==> src/rtl/rsps_pkg.sv <==
// shared types and constants of the record store packet server
// no dependencies; used by every module of the block

package rsps_pkg;

	localparam int SLOTS_DEF     = 64;
	localparam int NBR_SLOTS_DEF = 32;

	localparam int REC_BYTES   = 20;
	localparam int REC_W_LOW   = 64;
	localparam int REC_W_MID   = 64;
	localparam int REC_W_HIGH  = 24;
	localparam int REC_W       = REC_W_LOW + REC_W_MID + REC_W_HIGH;
	localparam int NKW         = 6;
	localparam int MAX_NODE    = 25;

	// input modes
	localparam logic [1:0] MODE_PKT       = 2'd0;
	localparam logic [1:0] MODE_CLR_STORE = 2'd1;
	localparam logic [1:0] MODE_CLR_NBR   = 2'd2;

	// message types
	localparam logic [7:0] MSG_DISCOVER   = 8'h00;
	localparam logic [7:0] MSG_DISC_ANS   = 8'h01;
	localparam logic [7:0] MSG_CREATE     = 8'h02;
	localparam logic [7:0] MSG_DELETE     = 8'h03;
	localparam logic [7:0] MSG_RETRIEVE   = 8'h04;

	// reply kinds and status codes
	localparam logic KIND_DISC_ANS = 1'b0;
	localparam logic KIND_STATUS   = 1'b1;

	localparam logic [1:0] STAT_OK       = 2'd0;
	localparam logic [1:0] STAT_FULL     = 2'd1;
	localparam logic [1:0] STAT_DEL_FAIL = 2'd2;
	localparam logic [1:0] STAT_GET_FAIL = 2'd3;

	// register index, taken from paddr[2]
	localparam logic REG_GROUP = 1'b0;
	localparam logic REG_NODE  = 1'b1;

	typedef struct packed {
		logic       rd_en;
		logic [7:0] rd_idx;
		logic       wr_en;
		logic       release_en;
		logic [7:0] rel_idx;
		logic       clear;
	} st_cmd_t;

	typedef struct packed {
		logic lookup;
		logic add;
		logic clear;
	} nb_cmd_t;

endpackage

==> src/rtl/rsps_nbr.sv <==
// neighbor list: deduplicated sender ids with a registered lookup
// depends on rsps_pkg

module rsps_nbr import rsps_pkg::*; #(
	parameter int NEIGHBOR_SLOTS = NBR_SLOTS_DEF
) (
	input  logic           clk,
	input  logic           arst_n,
	input  nb_cmd_t        cmd,
	input  logic [7:0]     lookup_key,
	input  logic [7:0]     add_key,
	output logic [NKW-1:0] count
);

	localparam int NW  = $clog2(NEIGHBOR_SLOTS + 1);
	localparam int NIW = (NEIGHBOR_SLOTS > 1) ? $clog2(NEIGHBOR_SLOTS) : 1;

	logic [7:0]          ids_q [NEIGHBOR_SLOTS];
	logic [NW-1:0]       total_q;
	logic                hit_q;
	logic [NEIGHBOR_SLOTS-1:0] match;

	always_comb begin
		for (int i = 0; i < NEIGHBOR_SLOTS; i++) begin
			match[i] = (NW'(i) < total_q) && (ids_q[i] == lookup_key);
		end
	end

	always_ff @(posedge clk or negedge arst_n) begin
		if (!arst_n) begin
			total_q <= '0;
			hit_q   <= 1'b0;
		end else begin
			if (cmd.lookup) begin
				hit_q <= |match;
			end
			if (cmd.clear) begin
				total_q <= '0;
			end else if (cmd.add && !hit_q && total_q < NW'(NEIGHBOR_SLOTS)) begin
				total_q <= total_q + NW'(1);
			end
		end
	end

	always_ff @(posedge clk) begin
		if (cmd.add && !cmd.clear && !hit_q && total_q < NW'(NEIGHBOR_SLOTS)) begin
			ids_q[total_q[NIW-1:0]] <= add_key;
		end
	end

	assign count = NKW'(total_q);

endmodule

==> config.mk <==
export PLATFORM = sky130hd
export DESIGN_NAME = rsps_nbr
export DESIGN_NICKNAME = d
export VERILOG_FILES = /design/src/rtl/rsps_pkg.sv /design/src/rtl/rsps_nbr.sv
export SDC_FILE = /design/constraint.sdc
export NUM_CORES = 1
export LEC_CHECK = 0
export BUFFER_PORTS_ARGS = -buffer_cell sky130_fd_sc_hd__buf_2
export CAP_MARGIN = 10
export CORE_UTILIZATION = 67
export DETAILED_ROUTE_END_ITERATION = 10
export GPL_TIMING_DRIVEN = 0
export PLACE_DENSITY = 0.85
export RECOVER_POWER = 25
export REMOVE_ABC_BUFFERS = 1
export SETUP_SLACK_MARGIN = 0.2
export SKIP_LAST_GASP = 1
export SLEW_MARGIN = 0
export SYNTH_ARGS = -nofsm -noshare
export SYNTH_HDL_FRONTEND = slang
export SYNTH_SLANG_ARGS = --single-unit
==> constraint.sdc <==
create_clock -name clk -period 5.95 [get_ports clk]
set_clock_uncertainty 0.05 [all_clocks]
set_input_delay 0.595 -clock clk [delete_from_list [all_inputs] [get_ports clk]]
set_output_delay 0.595 -clock clk [all_outputs]
set_load 0.02 [all_outputs]
==> summary.txt, run 1 <==
P per Cell Area -> 309.0 mW/mm^2
Post-route ant nets -> 0
Via count -> 6590
Drt via density -> 6.398
Max-Cap Viols -> 6
Minimum clock period -> 3.810 ns
DRT Pass-1 Iters -> 5
Type of origin of the critical path -> flip-flop
Pre-CTS setup slack -> 2.221 ns
Drt drc -> 0
VDD IR max -> 252.8 uV
IO Port Bufs -> 26
Cell taking the most area after synthesis -> edfxtp_1
Post-synthesis compound-gate area fraction -> 0.02499
CTS tree -> built
Status -> finished with violations
# rows -> 47
WL final -> 26270 um
GPL Wtd Cong -> 0.7749
First-pass GRT wire length -> 39490 um
Area growth, synth to finish -> 9.411%
Yosys top cell area share -> 0.6646
Postcts setup bufs -> 0
Unrepaired setup endpoints after global routing -> false
Crit-path leading delay family -> simple AND/OR/NAND/NOR gates
Post-Syn Area -> 0.01157 mm^2
Starting density of the core -> 0.6925
Vias in the first global route -> 6819
Grt total ovfl -> 0
CORE AREA -> 0.01670 mm^2
Post-synth ARST share -> 0.02662
CP Buf/Inv Count -> 0
Kind of critical path -> reg -> reg
Largest net degree at the start of global routing -> 33
Post-layout nets -> 817
Synth top area cells -> edfxtp_1, xor2_1, xnor2_1
# diodes -> 0
Crit path DAT -> 3.92 ns
Synth Instances -> 780
# clock sinks -> 263
Most common cell after layout, fill and taps aside -> edfxtp_1
Worst-margin pin slew -> 2.051 ns
Synth Register Bits -> 263
Synth warnings -> 0
Finished Core Util -> 0.7577
Worst setup margin -> 2.140 ns
Endpoints failing hold -> 0
Adder-cell share of the synthesized area -> 0.005409
DIE AREA -> 0.01779 mm^2
Setup TNS -> 0 ns
Leak pwr -> 4.149 nW
Crit path largest cell delay -> 1.08 ns
Clk_lat worst skew -> 0.52 ns
Post-cts sizing count -> 0
Number of DRC markers in iteration 0 -> 852
Layout cells sized above 1 -> 0.07407
Fill count -> 988
CP max FO -> 29
Num CTS Buffers -> 25
Clk slew on worst S/H paths -> 0.06 ns
Chip width -> 133.4 um
Crit path required time -> 6.06 ns
Period utilisation layout -> 0.6403
Slowest CP cell -> nor3b_1
Max Root-Sink Buffers -> 3
Htree depth -> 1
Post-synth cell types -> 36
Initial antenna violation count -> 0
Slew headroom -> -0.3673
Post-synthesis simple-gate area fraction -> 0.07518
Number of flops mapped to enable cells by yosys -> 256
Xor-xnor portion of the synthesized cell area -> 0.1969
Hold Path Class -> in -> reg
Multiplexer share of the synthesized area -> 0
All-Layer GR Usage -> 0.3083
Sequential fraction of the synthesis area -> 0.6798
Die Height -> 133.4 um
Worst-path cell chain -> nor3b_1 -> nor2b_1 -> nand2_1 -> nor2_1
Syn Area/Cell -> 14.83 um^2
Largest family of logic cells by synthesized area -> XOR/XNOR gates
CP Capture Type -> flip-flop
Detailed Place HPWL -> 13550 um
Most frequent cells in the layout -> edfxtp_1, xor2_1, xnor2_1
Most used DFF post-synth -> edfxtp_1
Clock root buffer master -> clkbuf_16
Num ports -> 27
Final setup violation count -> 0
Slew Viols, Final -> 198
WL per Instance -> 25.50 um
CTS Hold Bufs -> 1
Violated checks -> max-capacitance violations, max-slew violations
Peak Freq -> 262.5 MHz
-- through the flow --
| step | hold WS [ns] | cell area (um^2) | power [W] | instances |
|---|---|---|---|---|
| 3_3_place_gp | 0.3969 | 11780 | 0.002278 | 983 |
| 5_1_grt | 0.2850 | 12650 | 0.003993 | 1030 |
| 2_1_floorplan | 0.2494 | 11370 | 0.002167 | 737 |
| 4_1_cts | 0.2601 | 12660 | 0.003912 | 1030 |
| 3_5_place_dp | 0.4004 | 11780 | 0.002285 | 983 |
| 6_report | 0.2740 | 12650 | 0.003911 | 1030 |
-- final cells by class --
cell class                      instances  area (um^2)  area share
Sequential cell                       263         7863      0.6213
Clock inverter                         13        190.2     0.01503
Inverter                                3        11.26   0.0008899
Multi-Input combinational cell        471         3498      0.2764
Timing Repair Buffer                   27        131.4     0.01038
Clock buffer                           33        685.7     0.05418
Tap cell                              220        275.3     0.02175
-- cell families after synthesis --
group | after synthesis
xor+xnor | 260
compound gates | 40
simple gates | 166
flops | 263
fa+ha+maj | 5
buf+inv | 46
-- final timing paths --
check / endpoint / slack [ns] / cells past startpoint / start
max: ids_q[7][3]$_DFFE_PP_ / 2.14 / 4 / count[5]$_DFFE_PN0P_
min: count[0]$_DFFE_PN0P_ / 0.27 / 2 / cmd[0]
max reg2reg: ids_q[7][3]$_DFFE_PP_ / 2.14 / 4 / count[5]$_DFFE_PN0P_
min reg2reg: hit_q$_DFFE_PN0P_ / 0.58 / 2 / hit_q$_DFFE_PN0P_
max in group asynchronous: count[2]$_DFFE_PN0P_ / 5.01 / 2 / arst_n
min in group asynchronous: count[5]$_DFFE_PN0P_ / 0.50 / 2 / arst_n
-- synth_stat cells, types with 2 or more instances --
master / instances
a21o_1: 3
buf_2: 26
nand4_1: 19
ha_1: 5
nor4_1: 45
a211oi_1: 4
o2111ai_1: 2
o21ai_0: 4
nor2_1: 47
nand2_1: 11
xnor2_1: 68
edfxtp_1: 256
or3_1: 3
a21oi_1: 9
xor2_1: 192
clkbuf_1: 17
o211ai_1: 3
o311ai_0: 6
or3b_1: 2
nor3_1: 15
inv_1: 3
dfrtp_1: 7
o311a_1: 3
nand3_1: 16
nand3b_1: 3
-- worst reg2reg max path, stage by stage, from the launching register on --
cell and delay, ns:
dfrtp_1 0.83, nor3b_1 1.09, nor2b_1 0.37, nand2_1 0.44, nor2_1 0.67
-- metal layers --
layer  GRT usage  wire [um]
met1      0.4324      10120
met2      0.4815      12350
met3     0.05822       2777
met4      0.1250       1019
met5     0.01111          0
-- state kept, by name, summed over array words and instances (netlist names) --
name / count
ids_q: 256
count: 6
hit_q: 1
-- report_power, final --
part           internal (W)  total [W]  switching [W]
registers           0.00204    0.00205     0.00000643
clock network      0.000992    0.00166       0.000668
logic             0.0000576   0.000205       0.000147
total               0.00309    0.00391       0.000822
(Power assumes the default switching activity.)
==> run 2, diff against run 1 <==
Settings changed: ABC_AREA from default to 1, CORE_UTILIZATION 67 to 63, PLACE_DENSITY 0.85 to 0.8.
Clock period 5.95 ns to 3.6 ns, I/O delays scaled along.
==> run 2 against run 1 <==
Compared with the run above:
- the run still ends with max-capacitance violations, max-slew violations left
- die area rose by 15%
- cell area up 7.3%
- global-route usage fell by 0.50 points
- critical endpoint is now ids_q[27][5]$_DFFE_PP_
- largest cell class unchanged
==> summary.txt, run 2 <==
Unrepaired setup endpoints after global routing -> false
CTS tree -> built
Via count -> 8435
Crit-path leading delay family -> simple AND/OR/NAND/NOR gates
Area after DPL -> 0.01274 mm^2
Post-cts sizing count -> 0
Initial antenna violation count -> 0
Worst setup margin -> 0.5954 ns
Type of origin of the critical path -> flip-flop
Minimum clock period -> 3.005 ns
Synth top area cells -> edfxtp_1, nand2_1, xnor2_1
Synth Register Bits -> 263
Peak Freq -> 332.8 MHz
Hold Path Stages -> 3
CP Depth -> 5
DRT Pass-1 Iters -> 5
Max reg flops -> 256
Clk slew on worst S/H paths -> 0.06 ns
Cell taking the most area after synthesis -> edfxtp_1
Post-Syn Area -> 0.01251 mm^2
Post-layout nets -> 1250
Slowest CP cell -> nor3_1
Area growth, synth to finish -> 8.549%
Status -> finished with violations
Crit path largest cell delay -> 1.00 ns
WL per Instance -> 19.65 um
Number of flops mapped to enable cells by yosys -> 256
GPL Wtd Cong -> 0.8768
Setup TNS -> 0 ns
Max Root-Sink Buffers -> 3
IO Port Bufs -> 26
# clock sinks -> 263
Reg area -> 0.007863 mm^2
Endpoints failing hold -> 0
P per Cell Area -> 491.3 mW/mm^2
First-pass GRT wire length -> 44840 um
Post-synth ARST share -> 0.02662
Fill count -> 1365
Num CTS Buffers -> 26
Crit path DAT -> 3.09 ns
Hold Path Class -> in -> reg
Int Power -> 0.005142 W
Worst-path cell chain -> nor3_1 -> inv_1 -> nor2_1 -> nand2_2 -> nor3_1
Leak pwr -> 5.332 nW
Detailed Place HPWL -> 16730 um
Htree depth -> 1
Clock root buffer master -> clkbuf_16
Starting density of the core -> 0.6429
Clk_lat worst skew -> 0.52 ns
Syn Area/Cell -> 10.37 um^2
Clock power frac -> 0.401
R2r worst-path depth -> 5
CP Capture Type -> flip-flop
Period utilisation layout -> 0.8346
Crit path required time -> 3.68 ns
Switching share of power -> 0.2295
Synth Instances -> 1207
Sequential fraction of the synthesis area -> 0.6283
List of most frequent post-synthesis cells -> nand2_1, edfxtp_1, nor2_1, xnor2_1, inv_1
Area taken by multi-input logic gates -> 0.003989 mm^2
Grt total ovfl -> 0
All-Layer GR Usage -> 0.3033
Most common cell in the netlist -> nand2_1
CP Buf/Inv Count -> 1
Chip width -> 142.9 um
Synth warnings -> 0
Combinational Power Share -> 0.083
Violated checks -> max-capacitance violations, max-slew violations
Max-Cap Viols -> 6
Die Height -> 142.9 um
# rows -> 51
Design area -> 0.01358 mm^2
Post-synth cell types -> 25
Slew Viols, Final -> 198
CORE AREA -> 0.01946 mm^2
Pre-CTS setup slack -> 0.4186 ns
Most frequent cells in the layout -> nand2_1, edfxtp_1, nor2_1
Yosys top cell area share -> 0.6143
Drt via density -> 5.597
Kind of critical path -> reg -> reg
Num ports -> 27
CP max FO -> 9
Register share of total power -> 0.515
# diodes -> 0
Most common cell after layout, fill and taps aside -> nand2_1
Layout cells sized above 1 -> 0.05556
VDD IR max -> 441.4 uV
Number of DRC markers in iteration 0 -> 885
Largest net degree at the start of global routing -> 36
Slew headroom -> -0.3095
Post-route ant nets -> 0
NetSw -> 0.001532 W
Vias in the first global route -> 8127
DIE AREA -> 0.02043 mm^2
Most used DFF post-synth -> edfxtp_1
Drt drc -> 0
Finished Core Util -> 0.6979
Final setup violation count -> 0
Hold_ws -> 0.05474 ns
WL final -> 29610 um
Worst-margin pin slew -> 1.964 ns
Crit path top cell by count -> nor3_1
run 2: final timing paths:
| check | from | endpoint | slack [ns] |
|---|---|---|---|
| min in group asynchronous | arst_n | count[5]$_DFFE_PN0P_ | 0.23 |
| hold reg to reg | hit_q$_DFFE_PN0P_ | hit_q$_DFFE_PN0P_ | 0.48 |
| setup / recovery | count[5]$_DFFE_PN0P_ | ids_q[27][5]$_DFFE_PP_ | 0.60 |
| max in group asynchronous | arst_n | count[0]$_DFFE_PN0P_ | 2.97 |
| setup reg to reg | count[5]$_DFFE_PN0P_ | ids_q[27][5]$_DFFE_PP_ | 0.60 |
| hold / removal | cmd[2] | hit_q$_DFFE_PN0P_ | 0.05 |
run 2: logic make-up (layout without fill, tap and decap cells):
| kind of cell | after synthesis | in the layout | synth area share |
|---|---|---|---|
| fa+ha+maj | 5 | 5 | 0.005000 |
| flops | 263 | 263 | 0.6283 |
| xor+xnor | 161 | 161 | 0.1127 |
| compound gates | 24 | 24 | 0.01020 |
| buf+inv | 152 | 187 | 0.05289 |
| simple gates | 602 | 602 | 0.1909 |
run 2: worst min-delay path, delay by kind of cell:
kind                   cells  cell delay (ns)
and+or+nand+nor            2             0.11
buffers and inverters      1             0.12
run 2: final cells by class:
class                   instances  area share
repair buffers                 27    0.009672
flip-flops and latches        263      0.5789
multi-input cells             792      0.2937
clock inverters                 9    0.009396
inverters                     114     0.03150
well taps                     265     0.02441
clock buffers                  37     0.05251
run 2: metrics by stage:
step           power (W)  cells
2_1_floorplan   0.003766   1169
3_3_place_gp    0.004028   1460
3_5_place_dp    0.004047   1460
4_1_cts         0.006674   1507
5_1_grt         0.006839   1507
6_report        0.006673   1507
run 2: repair_timing:
item / CTS / global route
hold buffers: 1 / 0
buffers inserted: 0 / 0
endpoints found under the hold margin: 7 / 0
run 2: metal layers:
layer	track usage	share of wire	vias to the layer above
li1	-	-	3894
met1	0.4044	0.38	3972
met2	0.5017	0.48	485
met3	0.04795	0.10	84
met4	0.1194	0.034	0
met5	0	0	-
run 2: power by group through the flow:
| stage | Sequential (W) | Clock, W | Combinational, W |
|---|---|---|---|
| global route | 0.00344 | 0.00280 | 0.000597 |
| global placement | 0.00350 | 0 | 0.000533 |
| CTS | 0.00343 | 0.00269 | 0.000551 |
| detailed placement | 0.00350 | 0 | 0.000548 |
| floorplan | 0.00350 | 0 | 0.000265 |
| finish | 0.00344 | 0.00268 | 0.000556 |
==> run 3, diff against run 2 <==
Clock period 3.6 ns to 3.1 ns, I/O delays scaled along.
==> run 3 against run 2 <==
Compared with the run above:
- the run still ends with max-capacitance violations, max-slew violations left
- worst setup slack lost 0.35 ns
- largest cell class unchanged
- count of clock-buffer cells in the layout is the same
- cell area grew 0.35%
- sequential power grew 16%
- via count grew 0.68%
- flip-flop and latch count is the same
- final cell count is essentially flat
- clock power grew 16%
- sequential share of layout area shrank 0.20 points
==> summary.txt, run 3 (same netlist as run 2, synthesis figures left out) <==
Status -> finished with violations
Violated checks -> max-capacitance violations, max-slew violations
Max reg flops -> 256
Die Height -> 142.9 um
Detailed Place HPWL -> 16730 um
Period utilisation layout -> 0.9211
Clk_lat worst skew -> 0.52 ns
Worst-path cell chain -> nor3_1 -> inv_1 -> nor2_1 -> nand2_1 -> nor2_1
Clock root buffer master -> clkbuf_16
Type of origin of the critical path -> flip-flop
Via count -> 8492
GPL Wtd Cong -> 0.8768
CTS tree -> built
Drt drc -> 0
# rows -> 51
Hold Path Class -> in -> reg
First-pass GRT wire length -> 44900 um
Fill count -> 1355
Slowest CP cell -> nor2_1
# clock sinks -> 263
IO Port Bufs -> 26
Chip width -> 142.9 um
Starting density of the core -> 0.6429
Post-route ant nets -> 0
Pre-CTS setup slack -> -0.03142 ns
Largest net degree at the start of global routing -> 36
Most frequent cells in the layout -> nand2_1, edfxtp_1, xnor2_1
P per Cell Area -> 569.5 mW/mm^2
Post-layout nets -> 1251
CP max FO -> 8
Crit-path leading delay family -> simple AND/OR/NAND/NOR gates
All-Layer GR Usage -> 0.3036
Leak pwr -> 5.334 nW
Drt via density -> 5.631
Worst-margin pin slew -> 1.984 ns
Kind of critical path -> reg -> reg
Layout cells sized above 1 -> 0.06677
Htree depth -> 1
Peak Freq -> 350.2 MHz
Grt total ovfl -> 0
Number of DRC markers in iteration 0 -> 895
Max Root-Sink Buffers -> 3
Crit path required time -> 3.20 ns
Int Power -> 0.005973 W
Overall Power -> 0.007763 W
CP Capture Type -> flip-flop
# diodes -> 0
Endpoints failing hold -> 0
Combinational Power Share -> 0.085
CORE AREA -> 0.01946 mm^2
Unrepaired setup endpoints after global routing -> true
DRT Pass-1 Iters -> 5
WL final -> 29760 um
Final setup violation count -> 0
Crit path DAT -> 2.96 ns
Area growth, synth to finish -> 8.929%
Clock power frac -> 0.401
Crit path largest cell delay -> 0.67 ns
Num CTS Buffers -> 26
DIE AREA -> 0.02043 mm^2
Max-Cap Viols -> 6
Postcts setup bufs -> 0
Slew headroom -> -0.3229
Most common cell after layout, fill and taps aside -> nand2_1
Register share of total power -> 0.514
WL per Instance -> 19.73 um
Crit path top cell by count -> nor2_1
Clk slew on worst S/H paths -> 0.06 ns
Num ports -> 27
Initial antenna violation count -> 0
CP Buf/Inv Count -> 1
NetSw -> 0.001790 W
Slew Viols, Final -> 198
VDD IR max -> 514.4 uV
Worst setup margin -> 0.2447 ns
Switching share of power -> 0.2306
Vias in the first global route -> 8140
Minimum clock period -> 2.855 ns
[run 3: worst paths after layout]
path	slack, ns	start	cells past startpoint	end
worst min-delay path	0.07	cmd[0]	4	count[5]$_DFFE_PN0P_
worst min register to register	0.48	hit_q$_DFFE_PN0P_	2	hit_q$_DFFE_PN0P_
max in group asynchronous	2.51	arst_n	2	count[0]$_DFFE_PN0P_
worst max register to register	0.24	count[5]$_DFFE_PN0P_	5	ids_q[22][5]$_DFFE_PP_
worst max-delay path	0.24	count[5]$_DFFE_PN0P_	5	ids_q[22][5]$_DFFE_PP_
min in group asynchronous	0.19	arst_n	2	count[3]$_DFFE_PN0P_
[run 3: timing repair]
item                                    CTS  global route
hold buffers                              2             0
gates resized for setup                   1            13
hold endpoints to repair                  8             0
endpoints found under the setup margin    8           200
pin swaps                                 0             0
[run 3: area by class of cell]
class | count | area, um^2 | area share
multi-input combinational | 792 | 4026 | 0.2954
timing repair buffer | 28 | 141.4 | 0.01037
clock buffer | 37 | 713.2 | 0.05232
sequential | 263 | 7863 | 0.5768
clock inverter | 9 | 127.6 | 0.009363
inverter | 114 | 427.9 | 0.03139
tap | 265 | 331.6 | 0.02433
[run 3: metal layers]
layer / GRT usage / vias up / wire [um]
met1: 0.4046 / 4050 / 11470
met5: 0 / - / 0
met3: 0.04795 / 94 / 2908
met4: 0.1200 / 0 / 1127
li1: - / 3902 / -
met2: 0.5022 / 446 / 14250
[run 3: tightest hold or removal path: stages]
cell,delay [ns]
buf_2,0.10
inv_1,0.07
nand3_1,0.08
inv_1,0.04
[run 3: power by group through the flow]
stage | Combinational [W] | Clock (W) | Sequential, W
2_1_floorplan | 0.000307 | 0 | 0.00407
3_3_place_gp | 0.000618 | 0 | 0.00406
3_5_place_dp | 0.000637 | 0 | 0.00406
4_1_cts | 0.000641 | 0.00312 | 0.00399
5_1_grt | 0.000700 | 0.00325 | 0.00400
6_report | 0.000657 | 0.00311 | 0.00399
[run 3: through the flow]
| step | TNS, ns | hold WS (ns) | area, um^2 | std cells | utilization |
|---|---|---|---|---|---|
| after floorplan | 0 | -0.03559 | 12280 | 1169 | - |
| after global placement | 0 | 0.1124 | 12740 | 1460 | 0.6546 |
| after detailed placement | -0.03142 | 0.1083 | 12740 | 1460 | 0.6546 |
| after CTS | 0 | 0.05469 | 13610 | 1508 | 0.6991 |
| after global routing | 0 | 0.08994 | 13630 | 1508 | 0.7004 |
| final | 0 | 0.06529 | 13630 | 1508 | 0.7004 |
